### config.mk
export PLATFORM = sky130hd
export DESIGN_NAME = thermistor_linearize_track_report
export DESIGN_NICKNAME = d
export VERILOG_FILES = /design/src/tlt_pkg.sv /design/src/thermistor_linearize_track_report.sv /design/src/tlt_ram.sv /design/src/tlt_div.sv
export SDC_FILE = /design/constraint.sdc
export NUM_CORES = 2
export LEC_CHECK = 0
export BUFFER_PORTS_ARGS = -buffer_cell sky130_fd_sc_hd__buf_2
export CORE_MARGIN = 2
export CORE_UTILIZATION = 30
export DETAILED_ROUTE_END_ITERATION = 8
export PLACE_DENSITY = 0.52
export SKIP_LAST_GASP = 1
export SLEW_MARGIN = 20
export SYNTH_ARGS = -nofsm -noshare
export SYNTH_HDL_FRONTEND = slang
export SYNTH_SLANG_ARGS = --single-unit
### constraint.sdc
create_clock -name clock -period 6.35 [get_ports clock]
set_input_delay 1.27 -clock clock [delete_from_list [all_inputs] [get_ports clock]]
set_output_delay 1.27 -clock clock [all_outputs]
set_load 0.005 [all_outputs]
### src/tlt_pkg.sv
// ----------------------------------------------------------------------------
// tlt_pkg: shared types and constants for the thermistor linearizer
// Field widths, request kinds, register indexes, sequencer states, divider
// request and response types, and the 16-bit saturation helper.
// ----------------------------------------------------------------------------
package tlt_pkg;

   localparam int ADC_W      = 10;
   localparam int TEMP_W     = 16;
   localparam int TICK_W     = 24;
   localparam int DELTA_W    = 15;
   localparam int ENTRIES_W  = 5;
   localparam int INDEX_W    = 4;
   localparam int OP_W       = 2;
   localparam int CSR_IDX_W  = 2;
   localparam int CSR_DATA_W = 24;
   localparam int REQ_DATA_W = 56;
   localparam int RSP_DATA_W = 56;

   localparam int DEFAULT_TABLE_DEPTH = 16;

   localparam int PROD_W    = 28;
   localparam int DIV_NUM_W = 26;
   localparam int DIV_DEN_W = 10;

   localparam logic [ENTRIES_W-1:0]     ENTRIES_RESET  = 5'd2;
   localparam logic [TICK_W-1:0]        INTERVAL_RESET = 24'd10;
   localparam logic [DELTA_W-1:0]       DELTA_RESET    = 15'd16;
   localparam logic signed [TEMP_W-1:0] CURRENT_RESET  = -16'sd16;
   localparam logic signed [TEMP_W-1:0] TEMP_MAX       = 16'sh7fff;
   localparam logic signed [TEMP_W-1:0] TEMP_MIN       = 16'sh8000;
   localparam logic [TICK_W-1:0]        TICK_SAT       = 24'hffffff;

   typedef enum logic [OP_W-1:0] {
      OP_SAMPLE    = 2'd0,
      OP_CALIBRATE = 2'd1,
      OP_LOAD      = 2'd2,
      OP_TICK      = 2'd3
   } op_type;

   localparam logic [CSR_IDX_W-1:0] CSR_ENTRIES_USED = 2'd0;
   localparam logic [CSR_IDX_W-1:0] CSR_INTERVAL     = 2'd1;
   localparam logic [CSR_IDX_W-1:0] CSR_DELTA        = 2'd2;

   typedef enum logic [3:0] {
      ST_IDLE,
      ST_FETCH,
      ST_CHECK,
      ST_MUL,
      ST_DIV_GO,
      ST_DIV_WAIT,
      ST_INTERP,
      ST_COMMIT,
      ST_REPLY
   } state_type;

   typedef struct packed {
      logic                 start;
      logic [DIV_NUM_W-1:0] dividend;
      logic [DIV_DEN_W-1:0] divisor;
   } div_req_type;

   typedef struct packed {
      logic                 done;
      logic [DIV_NUM_W-1:0] quotient;
   } div_rsp_type;

   function automatic logic signed [TEMP_W-1:0] sat_temp(input logic signed [PROD_W-1:0] v);
      logic signed [TEMP_W-1:0] r;
      if (v > 28'sd32767) begin
         r = TEMP_MAX;
      end else if (v < -28'sd32768) begin
         r = TEMP_MIN;
      end else begin
         r = v[TEMP_W-1:0];
      end
      return r;
   endfunction

endpackage

### src/thermistor_linearize_track_report.sv
// ----------------------------------------------------------------------------
// thermistor_linearize_track_report: table-driven thermistor linearizer
// Piecewise linear table lookup with min/max tracking and report timing.
//
// Usage:
//  req channel: tuser carries the request kind (sample, calibrate, load
//  breakpoint, tick); tdata carries the operand fields. Each request gives
//  exactly one response on the rsp channel with the calibrated temperature,
//  running minimum and maximum, and the two report flags.
//  csr port: registers are written with csr_we, csr_index and csr_wdata; the
//  user writes them only while no request is in flight (not enforced here).
//  Calibrate, load and tick go from acceptance to the reply state, which
//  loads the response register. A sample reads the table RAM once per
//  fetch and check step until an entry ends the search, then multiplies and
//  starts the divider, which yields one quotient bit per cycle (26 bits).
//  Equal neighbouring thresholds skip the divider.
//  A sample above every breakpoint skips the divider.
//  One request is handled at a time; req_tready is high only when idle.
//  The response sits in an output register, so a new request is taken while
//  it waits; a stalled receiver holds the block before its next response.
//  Reset clears all tracking state; the table holds no data until loaded.
// ----------------------------------------------------------------------------
module thermistor_linearize_track_report #(
   parameter int TABLE_DEPTH = tlt_pkg::DEFAULT_TABLE_DEPTH
) (
   input  logic                              clock,
   input  logic                              reset,
   input  logic                              req_tvalid,
   output logic                              req_tready,
   // op
   input  logic [tlt_pkg::OP_W-1:0]          req_tuser,
   // adc_value, reference_temp, entry_index, entry_adc, entry_temp
   input  logic [tlt_pkg::REQ_DATA_W-1:0]    req_tdata,
   output logic                              rsp_tvalid,
   input  logic                              rsp_tready,
   // calibrated_temp, lowest_temp, highest_temp, periodic_due, delta_due, zero pad
   output logic [tlt_pkg::RSP_DATA_W-1:0]    rsp_tdata,
   input  logic                              csr_we,
   input  logic [tlt_pkg::CSR_IDX_W-1:0]     csr_index,
   input  logic [tlt_pkg::CSR_DATA_W-1:0]    csr_wdata
);

   localparam int ADDR_W  = $clog2(TABLE_DEPTH);
   localparam int ENTRY_W = tlt_pkg::ADC_W + tlt_pkg::TEMP_W;

   tlt_pkg::state_type state_ff, state_in;

   logic [tlt_pkg::ADC_W-1:0]          req_adc_value;
   logic signed [tlt_pkg::TEMP_W-1:0]  req_reference_temp;
   logic [tlt_pkg::INDEX_W-1:0]        req_entry_index;
   logic [tlt_pkg::ADC_W-1:0]          req_entry_adc;
   logic signed [tlt_pkg::TEMP_W-1:0]  req_entry_temp;
   logic                               accept;

   logic [tlt_pkg::ENTRIES_W-1:0]      entries_used_ff;
   logic [tlt_pkg::TICK_W-1:0]         interval_ff;
   logic [tlt_pkg::DELTA_W-1:0]        report_delta_ff;

   logic signed [tlt_pkg::TEMP_W-1:0]  current_ff;
   logic signed [tlt_pkg::TEMP_W-1:0]  offset_ff;
   logic signed [tlt_pkg::TEMP_W-1:0]  lowest_ff;
   logic signed [tlt_pkg::TEMP_W-1:0]  highest_ff;
   logic [tlt_pkg::TICK_W-1:0]         tick_ff;
   logic signed [tlt_pkg::TEMP_W-1:0]  last_reported_ff;
   logic                               periodic_ff;
   logic                               delta_due_ff;

   logic [ADDR_W-1:0]                  idx_ff;
   logic [ADDR_W-1:0]                  last_idx;
   logic [tlt_pkg::ADC_W-1:0]          adc_ff;
   logic [tlt_pkg::ADC_W-1:0]          prev_adc_ff;
   logic signed [tlt_pkg::TEMP_W-1:0]  prev_temp_ff;
   logic signed [tlt_pkg::TEMP_W-1:0]  seg_temp_ff;
   logic signed [tlt_pkg::TEMP_W:0]    dt_ff;
   logic signed [tlt_pkg::ADC_W:0]     da_ff;
   logic signed [tlt_pkg::ADC_W:0]     den_ff;
   logic signed [tlt_pkg::PROD_W-1:0]  num_ff;
   logic signed [tlt_pkg::PROD_W-1:0]  q_ff;
   logic                               qneg_ff;
   logic signed [tlt_pkg::TEMP_W-1:0]  temp_ff;

   logic                               ram_we;
   logic                               ram_re;
   logic [ENTRY_W-1:0]                 ram_rd_data;
   logic [tlt_pkg::ADC_W-1:0]          rd_adc;
   logic signed [tlt_pkg::TEMP_W-1:0]  rd_temp;
   logic                               hit;

   tlt_pkg::div_req_type               div_req;
   tlt_pkg::div_rsp_type               div_rsp;
   logic signed [tlt_pkg::PROD_W-1:0]  num_abs;
   logic signed [tlt_pkg::ADC_W:0]     den_abs;

   logic [tlt_pkg::TICK_W-1:0]         tick_inc;
   logic signed [tlt_pkg::TEMP_W:0]    move;
   logic signed [tlt_pkg::TEMP_W:0]    move_abs;

   logic                               rsp_valid_ff;
   logic                               rsp_load;
   logic [tlt_pkg::RSP_DATA_W-1:0]     rsp_data_ff;
   logic signed [tlt_pkg::TEMP_W-1:0]  calibrated;

   assign req_adc_value      = req_tdata[9:0];
   assign req_reference_temp = req_tdata[25:10];
   assign req_entry_index    = req_tdata[29:26];
   assign req_entry_adc      = req_tdata[39:30];
   assign req_entry_temp     = req_tdata[55:40];

   assign accept  = req_tvalid && req_tready;
   assign rd_adc  = ram_rd_data[tlt_pkg::ADC_W-1:0];
   assign rd_temp = ram_rd_data[ENTRY_W-1:tlt_pkg::ADC_W];
   assign hit     = adc_ff < rd_adc;

   always_comb begin
      priority if (32'(entries_used_ff) < 2) begin
         last_idx = ADDR_W'(1);
      end else if (32'(entries_used_ff) > TABLE_DEPTH) begin
         last_idx = ADDR_W'(TABLE_DEPTH - 1);
      end else begin
         last_idx = ADDR_W'(entries_used_ff - 5'd1);
      end
   end

   tlt_ram #(
      .WIDTH (ENTRY_W),
      .DEPTH (TABLE_DEPTH)
   ) u_table (
      .clock   (clock),
      .wr_en   (ram_we),
      .wr_addr (ADDR_W'(req_entry_index)),
      .wr_data ({req_entry_temp, req_entry_adc}),
      .rd_en   (ram_re),
      .rd_addr (idx_ff),
      .rd_data (ram_rd_data)
   );

   assign num_abs = num_ff[tlt_pkg::PROD_W-1] ? -num_ff : num_ff;
   assign den_abs = den_ff[tlt_pkg::ADC_W] ? -den_ff : den_ff;

   tlt_div u_div (
      .clock   (clock),
      .reset   (reset),
      .div_req (div_req),
      .div_rsp (div_rsp)
   );

   always_comb begin
      state_in = state_ff;
      unique case (state_ff)
         tlt_pkg::ST_IDLE: begin
            if (accept) begin
               state_in = (tlt_pkg::op_type'(req_tuser) == tlt_pkg::OP_SAMPLE) ?
                          tlt_pkg::ST_FETCH : tlt_pkg::ST_REPLY;
            end
         end
         tlt_pkg::ST_FETCH: state_in = tlt_pkg::ST_CHECK;
         tlt_pkg::ST_CHECK: begin
            priority if (idx_ff == '0) begin
               state_in = tlt_pkg::ST_FETCH;
            end else if (hit) begin
               state_in = tlt_pkg::ST_MUL;
            end else if (idx_ff == last_idx) begin
               state_in = tlt_pkg::ST_COMMIT;
            end else begin
               state_in = tlt_pkg::ST_FETCH;
            end
         end
         tlt_pkg::ST_MUL: state_in = tlt_pkg::ST_DIV_GO;
         tlt_pkg::ST_DIV_GO: begin
            state_in = (den_ff == '0) ? tlt_pkg::ST_INTERP : tlt_pkg::ST_DIV_WAIT;
         end
         tlt_pkg::ST_DIV_WAIT: begin
            if (div_rsp.done) begin
               state_in = tlt_pkg::ST_INTERP;
            end
         end
         tlt_pkg::ST_INTERP: state_in = tlt_pkg::ST_COMMIT;
         tlt_pkg::ST_COMMIT: state_in = tlt_pkg::ST_REPLY;
         tlt_pkg::ST_REPLY: begin
            if (rsp_load) begin
               state_in = tlt_pkg::ST_IDLE;
            end
         end
         default: state_in = tlt_pkg::ST_IDLE;
      endcase
   end

   always_comb begin
      req_tready       = (state_ff == tlt_pkg::ST_IDLE);
      ram_we           = accept && (tlt_pkg::op_type'(req_tuser) == tlt_pkg::OP_LOAD) &&
                         (32'(req_entry_index) < TABLE_DEPTH);
      ram_re           = (state_ff == tlt_pkg::ST_FETCH);
      div_req.start    = (state_ff == tlt_pkg::ST_DIV_GO) && (den_ff != '0);
      div_req.dividend = num_abs[tlt_pkg::DIV_NUM_W-1:0];
      div_req.divisor  = den_abs[tlt_pkg::DIV_DEN_W-1:0];
      rsp_load         = (state_ff == tlt_pkg::ST_REPLY) && (!rsp_valid_ff || rsp_tready);
   end

   assign tick_inc = (tick_ff != tlt_pkg::TICK_SAT) ? tick_ff + 1'b1 : tick_ff;
   assign move     = (tlt_pkg::TEMP_W+1)'(last_reported_ff) - (tlt_pkg::TEMP_W+1)'(current_ff);
   assign move_abs = move[tlt_pkg::TEMP_W] ? -move : move;

   always_ff @(posedge clock) begin
      if (reset) begin
         state_ff        <= tlt_pkg::ST_IDLE;
         entries_used_ff <= tlt_pkg::ENTRIES_RESET;
         interval_ff     <= tlt_pkg::INTERVAL_RESET;
         report_delta_ff <= tlt_pkg::DELTA_RESET;
      end else begin
         state_ff <= state_in;
         if (csr_we) begin
            unique case (csr_index)
               tlt_pkg::CSR_ENTRIES_USED:
                  entries_used_ff <= csr_wdata[tlt_pkg::ENTRIES_W-1:0];
               tlt_pkg::CSR_INTERVAL: interval_ff <= csr_wdata[tlt_pkg::TICK_W-1:0];
               tlt_pkg::CSR_DELTA: report_delta_ff <= csr_wdata[tlt_pkg::DELTA_W-1:0];
               default: ;
            endcase
         end
      end
   end

   always_ff @(posedge clock) begin
      if (reset) begin
         current_ff       <= tlt_pkg::CURRENT_RESET;
         offset_ff        <= '0;
         lowest_ff        <= tlt_pkg::TEMP_MAX;
         highest_ff       <= tlt_pkg::TEMP_MIN;
         tick_ff          <= '0;
         last_reported_ff <= '0;
         periodic_ff      <= 1'b0;
         delta_due_ff     <= 1'b0;
      end else begin
         if (accept) begin
            periodic_ff  <= 1'b0;
            delta_due_ff <= 1'b0;
            unique case (tlt_pkg::op_type'(req_tuser))
               tlt_pkg::OP_SAMPLE: ;
               tlt_pkg::OP_CALIBRATE: begin
                  offset_ff <= tlt_pkg::sat_temp(tlt_pkg::PROD_W'(req_reference_temp) -
                                                 tlt_pkg::PROD_W'(current_ff));
               end
               tlt_pkg::OP_LOAD: ;
               tlt_pkg::OP_TICK: begin
                  if (tick_inc >= interval_ff) begin
                     tick_ff     <= '0;
                     periodic_ff <= 1'b1;
                  end else begin
                     tick_ff <= tick_inc;
                  end
                  if ($unsigned(move_abs) > (tlt_pkg::TEMP_W+1)'(report_delta_ff)) begin
                     last_reported_ff <= current_ff;
                     delta_due_ff     <= 1'b1;
                  end
               end
               default: ;
            endcase
         end
         if (state_ff == tlt_pkg::ST_COMMIT) begin
            current_ff <= temp_ff;
            if (temp_ff > highest_ff) begin
               highest_ff <= temp_ff;
            end
            if (temp_ff < lowest_ff) begin
               lowest_ff <= temp_ff;
            end
         end
      end
   end

   always_ff @(posedge clock) begin
      if (accept) begin
         adc_ff <= req_adc_value;
         idx_ff <= '0;
      end
      unique case (state_ff)
         tlt_pkg::ST_CHECK: begin
            priority if (idx_ff == '0) begin
               prev_adc_ff  <= rd_adc;
               prev_temp_ff <= rd_temp;
               idx_ff       <= idx_ff + 1'b1;
            end else if (hit) begin
               seg_temp_ff <= rd_temp;
               dt_ff  <= (tlt_pkg::TEMP_W+1)'(rd_temp) - (tlt_pkg::TEMP_W+1)'(prev_temp_ff);
               da_ff  <= $signed({1'b0, adc_ff}) - $signed({1'b0, rd_adc});
               den_ff <= $signed({1'b0, prev_adc_ff}) - $signed({1'b0, rd_adc});
            end else if (idx_ff == last_idx) begin
               temp_ff <= rd_temp;
            end else begin
               prev_adc_ff  <= rd_adc;
               prev_temp_ff <= rd_temp;
               idx_ff       <= idx_ff + 1'b1;
            end
         end
         tlt_pkg::ST_MUL: num_ff <= tlt_pkg::PROD_W'(dt_ff) * tlt_pkg::PROD_W'(da_ff);
         tlt_pkg::ST_DIV_GO: begin
            qneg_ff <= num_ff[tlt_pkg::PROD_W-1] ^ den_ff[tlt_pkg::ADC_W];
            q_ff    <= '0;
         end
         tlt_pkg::ST_DIV_WAIT: begin
            if (div_rsp.done) begin
               q_ff <= qneg_ff ? -$signed({2'b00, div_rsp.quotient}) :
                                 $signed({2'b00, div_rsp.quotient});
            end
         end
         tlt_pkg::ST_INTERP: begin
            temp_ff <= tlt_pkg::sat_temp(tlt_pkg::PROD_W'(seg_temp_ff) - q_ff);
         end
         default: ;
      endcase
   end

   assign calibrated = tlt_pkg::sat_temp(tlt_pkg::PROD_W'(current_ff) +
                                         tlt_pkg::PROD_W'(offset_ff));

   always_ff @(posedge clock) begin
      if (reset) begin
         rsp_valid_ff <= 1'b0;
      end else if (rsp_load) begin
         rsp_valid_ff <= 1'b1;
      end else if (rsp_tready) begin
         rsp_valid_ff <= 1'b0;
      end
   end

   always_ff @(posedge clock) begin
      if (rsp_load) begin
         rsp_data_ff <= {6'd0, delta_due_ff, periodic_ff, highest_ff, lowest_ff, calibrated};
      end
   end

   assign rsp_tvalid = rsp_valid_ff;
   assign rsp_tdata  = rsp_data_ff;

   a_minmax_order: assert property (@(posedge clock) disable iff (reset)
      (state_ff == tlt_pkg::ST_COMMIT) |=> (lowest_ff <= highest_ff))
      else $error("running minimum above running maximum after a sample");

   a_search_range: assert property (@(posedge clock) disable iff (reset)
      (state_ff == tlt_pkg::ST_FETCH) |-> (idx_ff <= last_idx))
      else $error("table search beyond the used entries");

   a_div_nonzero: assert property (@(posedge clock) disable iff (reset)
      div_req.start |-> (div_req.divisor != '0))
      else $error("divider started with a zero divisor");

   a_div_done_expected: assert property (@(posedge clock) disable iff (reset)
      div_rsp.done |-> (state_ff == tlt_pkg::ST_DIV_WAIT))
      else $error("divider finished outside the wait state");

endmodule

### src/tlt_ram.sv
// ----------------------------------------------------------------------------
// tlt_ram: generic single-port-write, single-port-read RAM
// One write and one registered read per cycle.
// ----------------------------------------------------------------------------
module tlt_ram #(
   parameter int WIDTH = 26,
   parameter int DEPTH = 16
) (
   input  logic                     clock,
   input  logic                     wr_en,
   input  logic [$clog2(DEPTH)-1:0] wr_addr,
   input  logic [WIDTH-1:0]         wr_data,
   input  logic                     rd_en,
   input  logic [$clog2(DEPTH)-1:0] rd_addr,
   output logic [WIDTH-1:0]         rd_data
);

   logic [WIDTH-1:0] mem_ff [DEPTH];
   logic [WIDTH-1:0] rd_data_ff;

   always_ff @(posedge clock) begin
      if (wr_en) begin
         mem_ff[wr_addr] <= wr_data;
      end
      if (rd_en) begin
         rd_data_ff <= mem_ff[rd_addr];
      end
   end

   assign rd_data = rd_data_ff;

endmodule

### src/tlt_div.sv
// ----------------------------------------------------------------------------
// tlt_div: unsigned restoring divider, one quotient bit per cycle
// Takes a start pulse with magnitudes, pulses done with the quotient.
// ----------------------------------------------------------------------------
module tlt_div (
   input  logic                clock,
   input  logic                reset,
   input  tlt_pkg::div_req_type div_req,
   output tlt_pkg::div_rsp_type div_rsp
);

   localparam int CNT_W = $clog2(tlt_pkg::DIV_NUM_W);
   localparam logic [CNT_W-1:0] CNT_LAST = CNT_W'(tlt_pkg::DIV_NUM_W - 1);

   logic [tlt_pkg::DIV_DEN_W-1:0] rem_ff;
   logic [tlt_pkg::DIV_DEN_W-1:0] rem_in;
   logic [tlt_pkg::DIV_NUM_W-1:0] quo_ff;
   logic [tlt_pkg::DIV_DEN_W-1:0] dsr_ff;
   logic [CNT_W-1:0]              cnt_ff;
   logic                          busy_ff;
   logic                          done_ff;
   logic [tlt_pkg::DIV_DEN_W:0]   trial;
   logic [tlt_pkg::DIV_DEN_W:0]   diff;
   logic                          fits;

   assign trial = {rem_ff, quo_ff[tlt_pkg::DIV_NUM_W-1]};
   assign diff  = trial - {1'b0, dsr_ff};
   assign fits  = trial >= {1'b0, dsr_ff};
   assign rem_in = fits ? diff[tlt_pkg::DIV_DEN_W-1:0] : trial[tlt_pkg::DIV_DEN_W-1:0];

   always_ff @(posedge clock) begin
      if (reset) begin
         busy_ff <= 1'b0;
         done_ff <= 1'b0;
         cnt_ff  <= '0;
      end else begin
         done_ff <= 1'b0;
         if (div_req.start) begin
            busy_ff <= 1'b1;
            cnt_ff  <= '0;
         end else if (busy_ff) begin
            cnt_ff <= cnt_ff + 1'b1;
            if (cnt_ff == CNT_LAST) begin
               busy_ff <= 1'b0;
               done_ff <= 1'b1;
            end
         end
      end
   end

   always_ff @(posedge clock) begin
      if (div_req.start) begin
         rem_ff <= '0;
         quo_ff <= div_req.dividend;
         dsr_ff <= div_req.divisor;
      end else if (busy_ff) begin
         rem_ff <= rem_in;
         quo_ff <= {quo_ff[tlt_pkg::DIV_NUM_W-2:0], fits};
      end
   end

   assign div_rsp.done     = done_ff;
   assign div_rsp.quotient = quo_ff;

endmodule
After elaboration in Yosys (flattened, before gate mapping)
Memory sizes are Yosys's and may differ from the RTL's. A register that Yosys moved wholly into a read port is not among the register bits.
Cells that the tools add are included.
- bits in registers: 426
- bits in writable memories: 416
- input bits: 89
- output and inout bits: 58
- word-level logic and storage cells: 177
- memories: 1
- memories (memory ; words ; bits a word ; read ports ; clocked after Yosys merged registers in ; wr ports ; line ; text):
    u_table.mem_ff ; 16 ; 26 ; 1 ; 1 ; 1 ; tlt_ram.sv:18 ; logic [WIDTH-1:0] mem_ff [DEPTH];
- $add $sub $neg: 16
- $mul: 1
- order comparisons: 14
- equality and inequality tests: 24
- mux-type cells: 54
- bitwise gates (word level): 3
- reductions and logical operators: 31
- operators by type and width (cell ; count):
    2-to-1 mux 16 bit ; 11
    2-to-1 mux 26 bit ; 3
    2-to-1 mux 28 bit ; 2
    case mux 28 bit (2 select lines) ; 1
    subtractor 16 x 16 -> 17 bit ; 3
    2-to-1 mux 10 bit ; 5
    2-to-1 mux 24 bit ; 2
    2-to-1 mux 4 bit ; 11
    case mux 4 bit (9 select lines) ; 1
    > comparator 17 x 16 -> 1 bit (second input constant) ; 2
    less-than comparator 17 x 16 -> 1 bit (second input constant) ; 2
    case mux 16 bit (2 select lines) ; 1
    > comparator 28 x 16 -> 1 bit (second input constant) ; 1
    less-than comparator 28 x 16 -> 1 bit (second input constant) ; 1
    multiplier 17 x 11 -> 28 bit ; 1
    negator 26 -> 28 bit ; 1
    subtractor 16 x 28 -> 28 bit ; 1
    negator 26 bit ; 1
    adder 24 x 1 -> 24 bit (second input constant) ; 1
    >= comparator 24 bit ; 1
    != test 24 bit (second input constant) ; 1
    subtractor 10 x 10 -> 11 bit ; 2
    adder 16 x 16 -> 17 bit ; 1
    > comparator 17 x 15 -> 1 bit ; 1
    41 further kinds ; 86

Logic depth before layout (Yosys ltp)
- word-level depth: 8
- gate-level depth with buffers: 26
- gate-level depth less buffers: 24

Modules after synthesis
A second synthesis with hierarchy kept.
- cell total of the unflattened synthesis: 4033
- area, all modules: 48290.1 um^2
- by module, submodules not included (module ; instances ; cells each ; area an instance (um^2) ; seq. area each (um^2)):
    thermistor_linearize_track_report ; 1 ; 3127 ; 28944.0 ; 9579.2
    tlt_ram ; 1 ; 686 ; 16637.2 ; 13272.7
    tlt_div ; 1 ; 220 ; 2708.8 ; 1421.4

Least setup slack after synthesis
No wires, ideal clock.
- path kind: register -> register
- start: register u_table.rd_data_ff[1] (netlist: u_table.rd_data[1]), read port of u_table.mem_ff
- end: register da_ff[0] (netlist name), enable pin
- library setup time: 536 ps
- arrival: 5795 ps
- data required time: 5814 ps
- setup slack: 20 ps
- cell stages (with the launch flop): 12
- path buffers: 0
- clock period less this slack: 6330 ps
- cell sequence: edfxtp_1 inv_1 ha_1 nor2b_1 o21ai_0 a21boi_0 o21ai_0 a21boi_0 o21ai_0 and2_1 o21ai_0 nor3_1
- longest elaborated chain between the ends: 2
- RTL lines (element ; line ; text):
    from (decl) ; tlt_ram.sv:19 ; logic [WIDTH-1:0] rd_data_ff;
    less-than comparator 10 bit ; thermistor_linearize_track_report.sv:112 ; assign hit = adc_ff < rd_adc;
    AND reduction 3 bit (no line) ; n/a ;
    to (signal assigned) ; thermistor_linearize_track_report.sv:285 ; da_ff <= $signed({1'b0, adc_ff}) - $signed({1'b0, rd_adc});
    to (decl) ; thermistor_linearize_track_report.sv:75 ; logic signed [tlt_pkg::ADC_W:0] da_ff;
Every way passes these cells.
A chain may end at the register's enable or synchronous reset.

Worst setup path in the final report
- start: register dt_ff[4] (netlist name)
- end: register num_ff[27] (netlist name), data pin
- longest elaborated chain between the ends: 1
- RTL lines (element ; line ; text):
    from (decl) ; thermistor_linearize_track_report.sv:74 ; logic signed [tlt_pkg::TEMP_W:0] dt_ff;
    from (signal assigned) ; thermistor_linearize_track_report.sv:284 ; dt_ff <= (tlt_pkg::TEMP_W+1)'(rd_temp) - (tlt_pkg::TEMP_W+1)'(prev_temp_ff);
    multiplier 17 x 11 -> 28 bit ; thermistor_linearize_track_report.sv:295 ; tlt_pkg::ST_MUL: num_ff <= tlt_pkg::PROD_W'(dt_ff) * tlt_pkg::PROD_W'(da_ff);
    to (signal assigned) ; thermistor_linearize_track_report.sv:295 ;
    to (decl) ; thermistor_linearize_track_report.sv:77 ; logic signed [tlt_pkg::PROD_W-1:0] num_ff;
Every way passes these cells.

==> metrics.txt <==
fin. max-slew vios=0; final hold viol count=0; Post-synth EDFFs=691; Synth Area per Inst=11.97 sq um; Initial Util=30.18%; Seq/Total Area, Yosys=50.79%; hold_ws=0.4205 ns; CTS H-Tree Depth=3; Clock transition at path regs=0.06 ns; Die Ht=403.1 microns; row count=146; cell repeated most along the worst path=fa_1; DR vias/cell=4.740; WP buf/inv=4; largest net degree at the start of global routing=101; Hold Path Class=register to register; Final min period=6.030 ns; LEAKAGE=20.90 nW; most common cell in the netlist=edfxtp_1; Post-Syn Area=47,790 sq um; Worst Slack Setup Final=0.3202 ns; Fmax=165.8 MHz; FILL cells=15,630; GP Congestion=0.8431; Starting DRT DRC Count=1,944; dpl hpwl=81,000 microns; DIE WIDTH=403.1 microns; drt drc=0; Top Usage Layer GRT=met2; CTS tree=yes; met2 usage=22.43%; worst-skew pair later-pin latency=0.76 ns; Cells after Synth=3,993; Antenna Nets Post-Route=0; TNS Setup=0 ns; Worst EP arrival=6.48 ns; initial antenna violation count=12; GR Util met1=18.95%; CP cell instances=clkbuf_2 -> nand2_1 -> fa_1 -> inv_1 -> fa_1 -> fa_1 -> fa_1 -> inv_1 -> fa_1 -> inv_1 -> ha_1 -> and3_1 -> a211o_1 -> a2111o_1 -> a41oi_2 -> o21ai_0 -> a31o_2 -> a21oi_1 -> xnor2_1; Largest stage delay, worst path=0.55 ns; share of cells above drive strength 1=12.59%; VDD IR max=0.0002152 V; Yosys top cell area share=43.42%; setup violators final=0; WP data required=6.80 ns; clock skew=0.1025 ns; Synth Register Bits=867; Synth cell types=80; first-pass GRT wire length=175,400 microns; Final period util=94.96%; final net count=4,685; routed wire length per instance=17.95 microns; WL final=113,100 microns; Slew @ Worst Pin=1.038 ns; CP top delay family=adder cells; slowest library cell on the worst path=fa_1; Slew HR=30.65%; crit path capture type=register; clk sink count=867; Setup CP Type=register to register; Place WS=0.2225 ns; cts hold-fix bufs=0; unrepaired setup endpoints after global routing=false; Post-synth top flop=edfxtp_1; Buffers on Ports=140; CTS root buffer=clkbuf_16; total die area=162,500 sq um; Register Area=24,280 sq um; core region area=158,400 sq um; CP Launch Type=register; Vias=29,870; I/O pin count=147; status=finished clean; gr usage total=13.85%; Post-synth ARST share=0%; Post-synth top cells=edfxtp_1 (691), inv_1 (447), nand2_1 (394); number of max-cap violations=0; Multi-input gate area=21,460 sq um; post-synth top area cell=edfxtp_1; CTS max path bufs=3; number of global-route vias before repair=29,800; PwrDens=232.1 nW/um^2; cts bufs inserted=91; Synth-to-Final Area Change=13.62%; top post-synthesis cells by area=edfxtp_1 (43%), fa_1 (7.5%), dfxtp_1 (7.4%); grt total ovfl=0; drt pass-1 iters=5; Synth Warn #=0; GR Util met3=2.667%; CP Max Fanout=6
## worst reg2reg max path, cell delays in order (launching register included)
cell      delay (ns)
edfxtp_1        0.48
clkbuf_2        0.24
nand2_1         0.10
fa_1            0.55
inv_1           0.05
fa_1            0.47
fa_1            0.52
fa_1            0.54
inv_1           0.05
fa_1            0.53
inv_1           0.04
ha_1            0.33
and3_1          0.18
a211o_1         0.34
a2111o_1        0.49
a41oi_2         0.23
o21ai_0         0.13
a31o_2          0.25
a21oi_1         0.16
xnor2_1         0.08
## final cells by class
type | instances | share of cell area, %
Tap cell | 2072 | 4.774
Sequential cell | 867 | 44.72
Inverter | 448 | 3.097
Timing Repair Buffer | 219 | 2.442
Multi-Input combinational cell | 2530 | 39.52
Antenna cell | 2 | 0.009217
Clock buffer | 118 | 4.456
Clock inverter | 45 | 0.9816
## flip-flops by register name, indices dropped and copies added, names as in the netlist, 10 cells and up
signal and count:
interval_ff 24, tick_ff 24, rsp_tdata 50, last_reported_ff 16
u_div.quo_ff 26, da_ff 11, temp_ff 16, u_div.dsr_ff 10
dt_ff 17, u_table.mem_ff 416, den_ff 11, num_ff 27
q_ff 28, prev_temp_ff 16, highest_ff 16, u_table.rd_data 26
lowest_ff 16, adc_ff 10, seg_temp_ff 16, offset_ff 16
report_delta_ff 15, current_ff 16, prev_adc_ff 10, u_div.rem_ff 10
## cell families (layout without fill, tap and decap cells)
logic type,Yosys count,in the layout,share of synthesized area [%]
adders and majority gates,440,440,14.33
xor gates and xnor gates,196,196,3.592
buffers and inverters,601,830,4.772
and+or+nand+nor,1072,1072,10.68
other,1,8,0.007846
DFF,867,867,50.79
muxes,161,161,6.778
AOI/OAI and AO/OA,655,655,9.055
## final timing paths
path	from	endpoint	slack (ns)	cells after the start
min reg2reg	delta_due_ff	rsp_tdata[49]	0.42	0
min	delta_due_ff	rsp_tdata[49]	0.42	0
max reg2reg	dt_ff[4]	num_ff[27]	0.32	19
max	dt_ff[4]	num_ff[27]	0.32	19
## power breakdown
part	total, mW	leakage [nW]	switching, mW	internal (mW)
sequential	6.29	7.56	0.0594	6.23
combinational	1.06	11.9	0.625	0.433
clock	5.26	1.42	2.30	2.96
total	12.6	20.9	2.99	9.62
## cell usage in the layout, fill, tap and decap left out, drive strengths merged, types with 44 or more instances in the layout
| cell | count |
|---|---|
| inv | 447 |
| xnor2 | 104 |
| nor3 | 44 |
| nor2 | 260 |
| clkbuf | 121 |
| dfxtp | 176 |
| edfxtp | 691 |
| xor2 | 92 |
| o21ai | 144 |
| a21oi | 169 |
| fa | 179 |
| nand2 | 394 |
| nor2b | 54 |
| ha | 260 |
| mux4 | 130 |
| buf | 216 |
| a21o | 68 |
| and2 | 92 |
## metal layers
layer	wire length, microns	vias up
met3	5539	151
met5	84	-
met1	52780	14640
met2	52090	560
met4	2624	12
li1	-	14510
## through the flow
| step | cells | cell area, sq um | power [mW] | util, % |
|---|---|---|---|---|
| after floorplan | 3998 | 47810 | 7.132 | - |
| after global placement | 6116 | 51180 | 7.457 | 32.31 |
| after detailed placement | 6116 | 51180 | 7.467 | 32.32 |
| after CTS | 6279 | 54140 | 12.78 | 34.18 |
| after global routing | 6299 | 54300 | 13.13 | 34.28 |
| final | 6301 | 54300 | 12.61 | 34.29 |
## timing repair
action / CTS / global route
endpoints found under the setup margin: 0 / 2
gates resized for setup: 0 / 1
setup buffers: 0 / 20
Note: power is estimated with default switching activity, not from simulation.
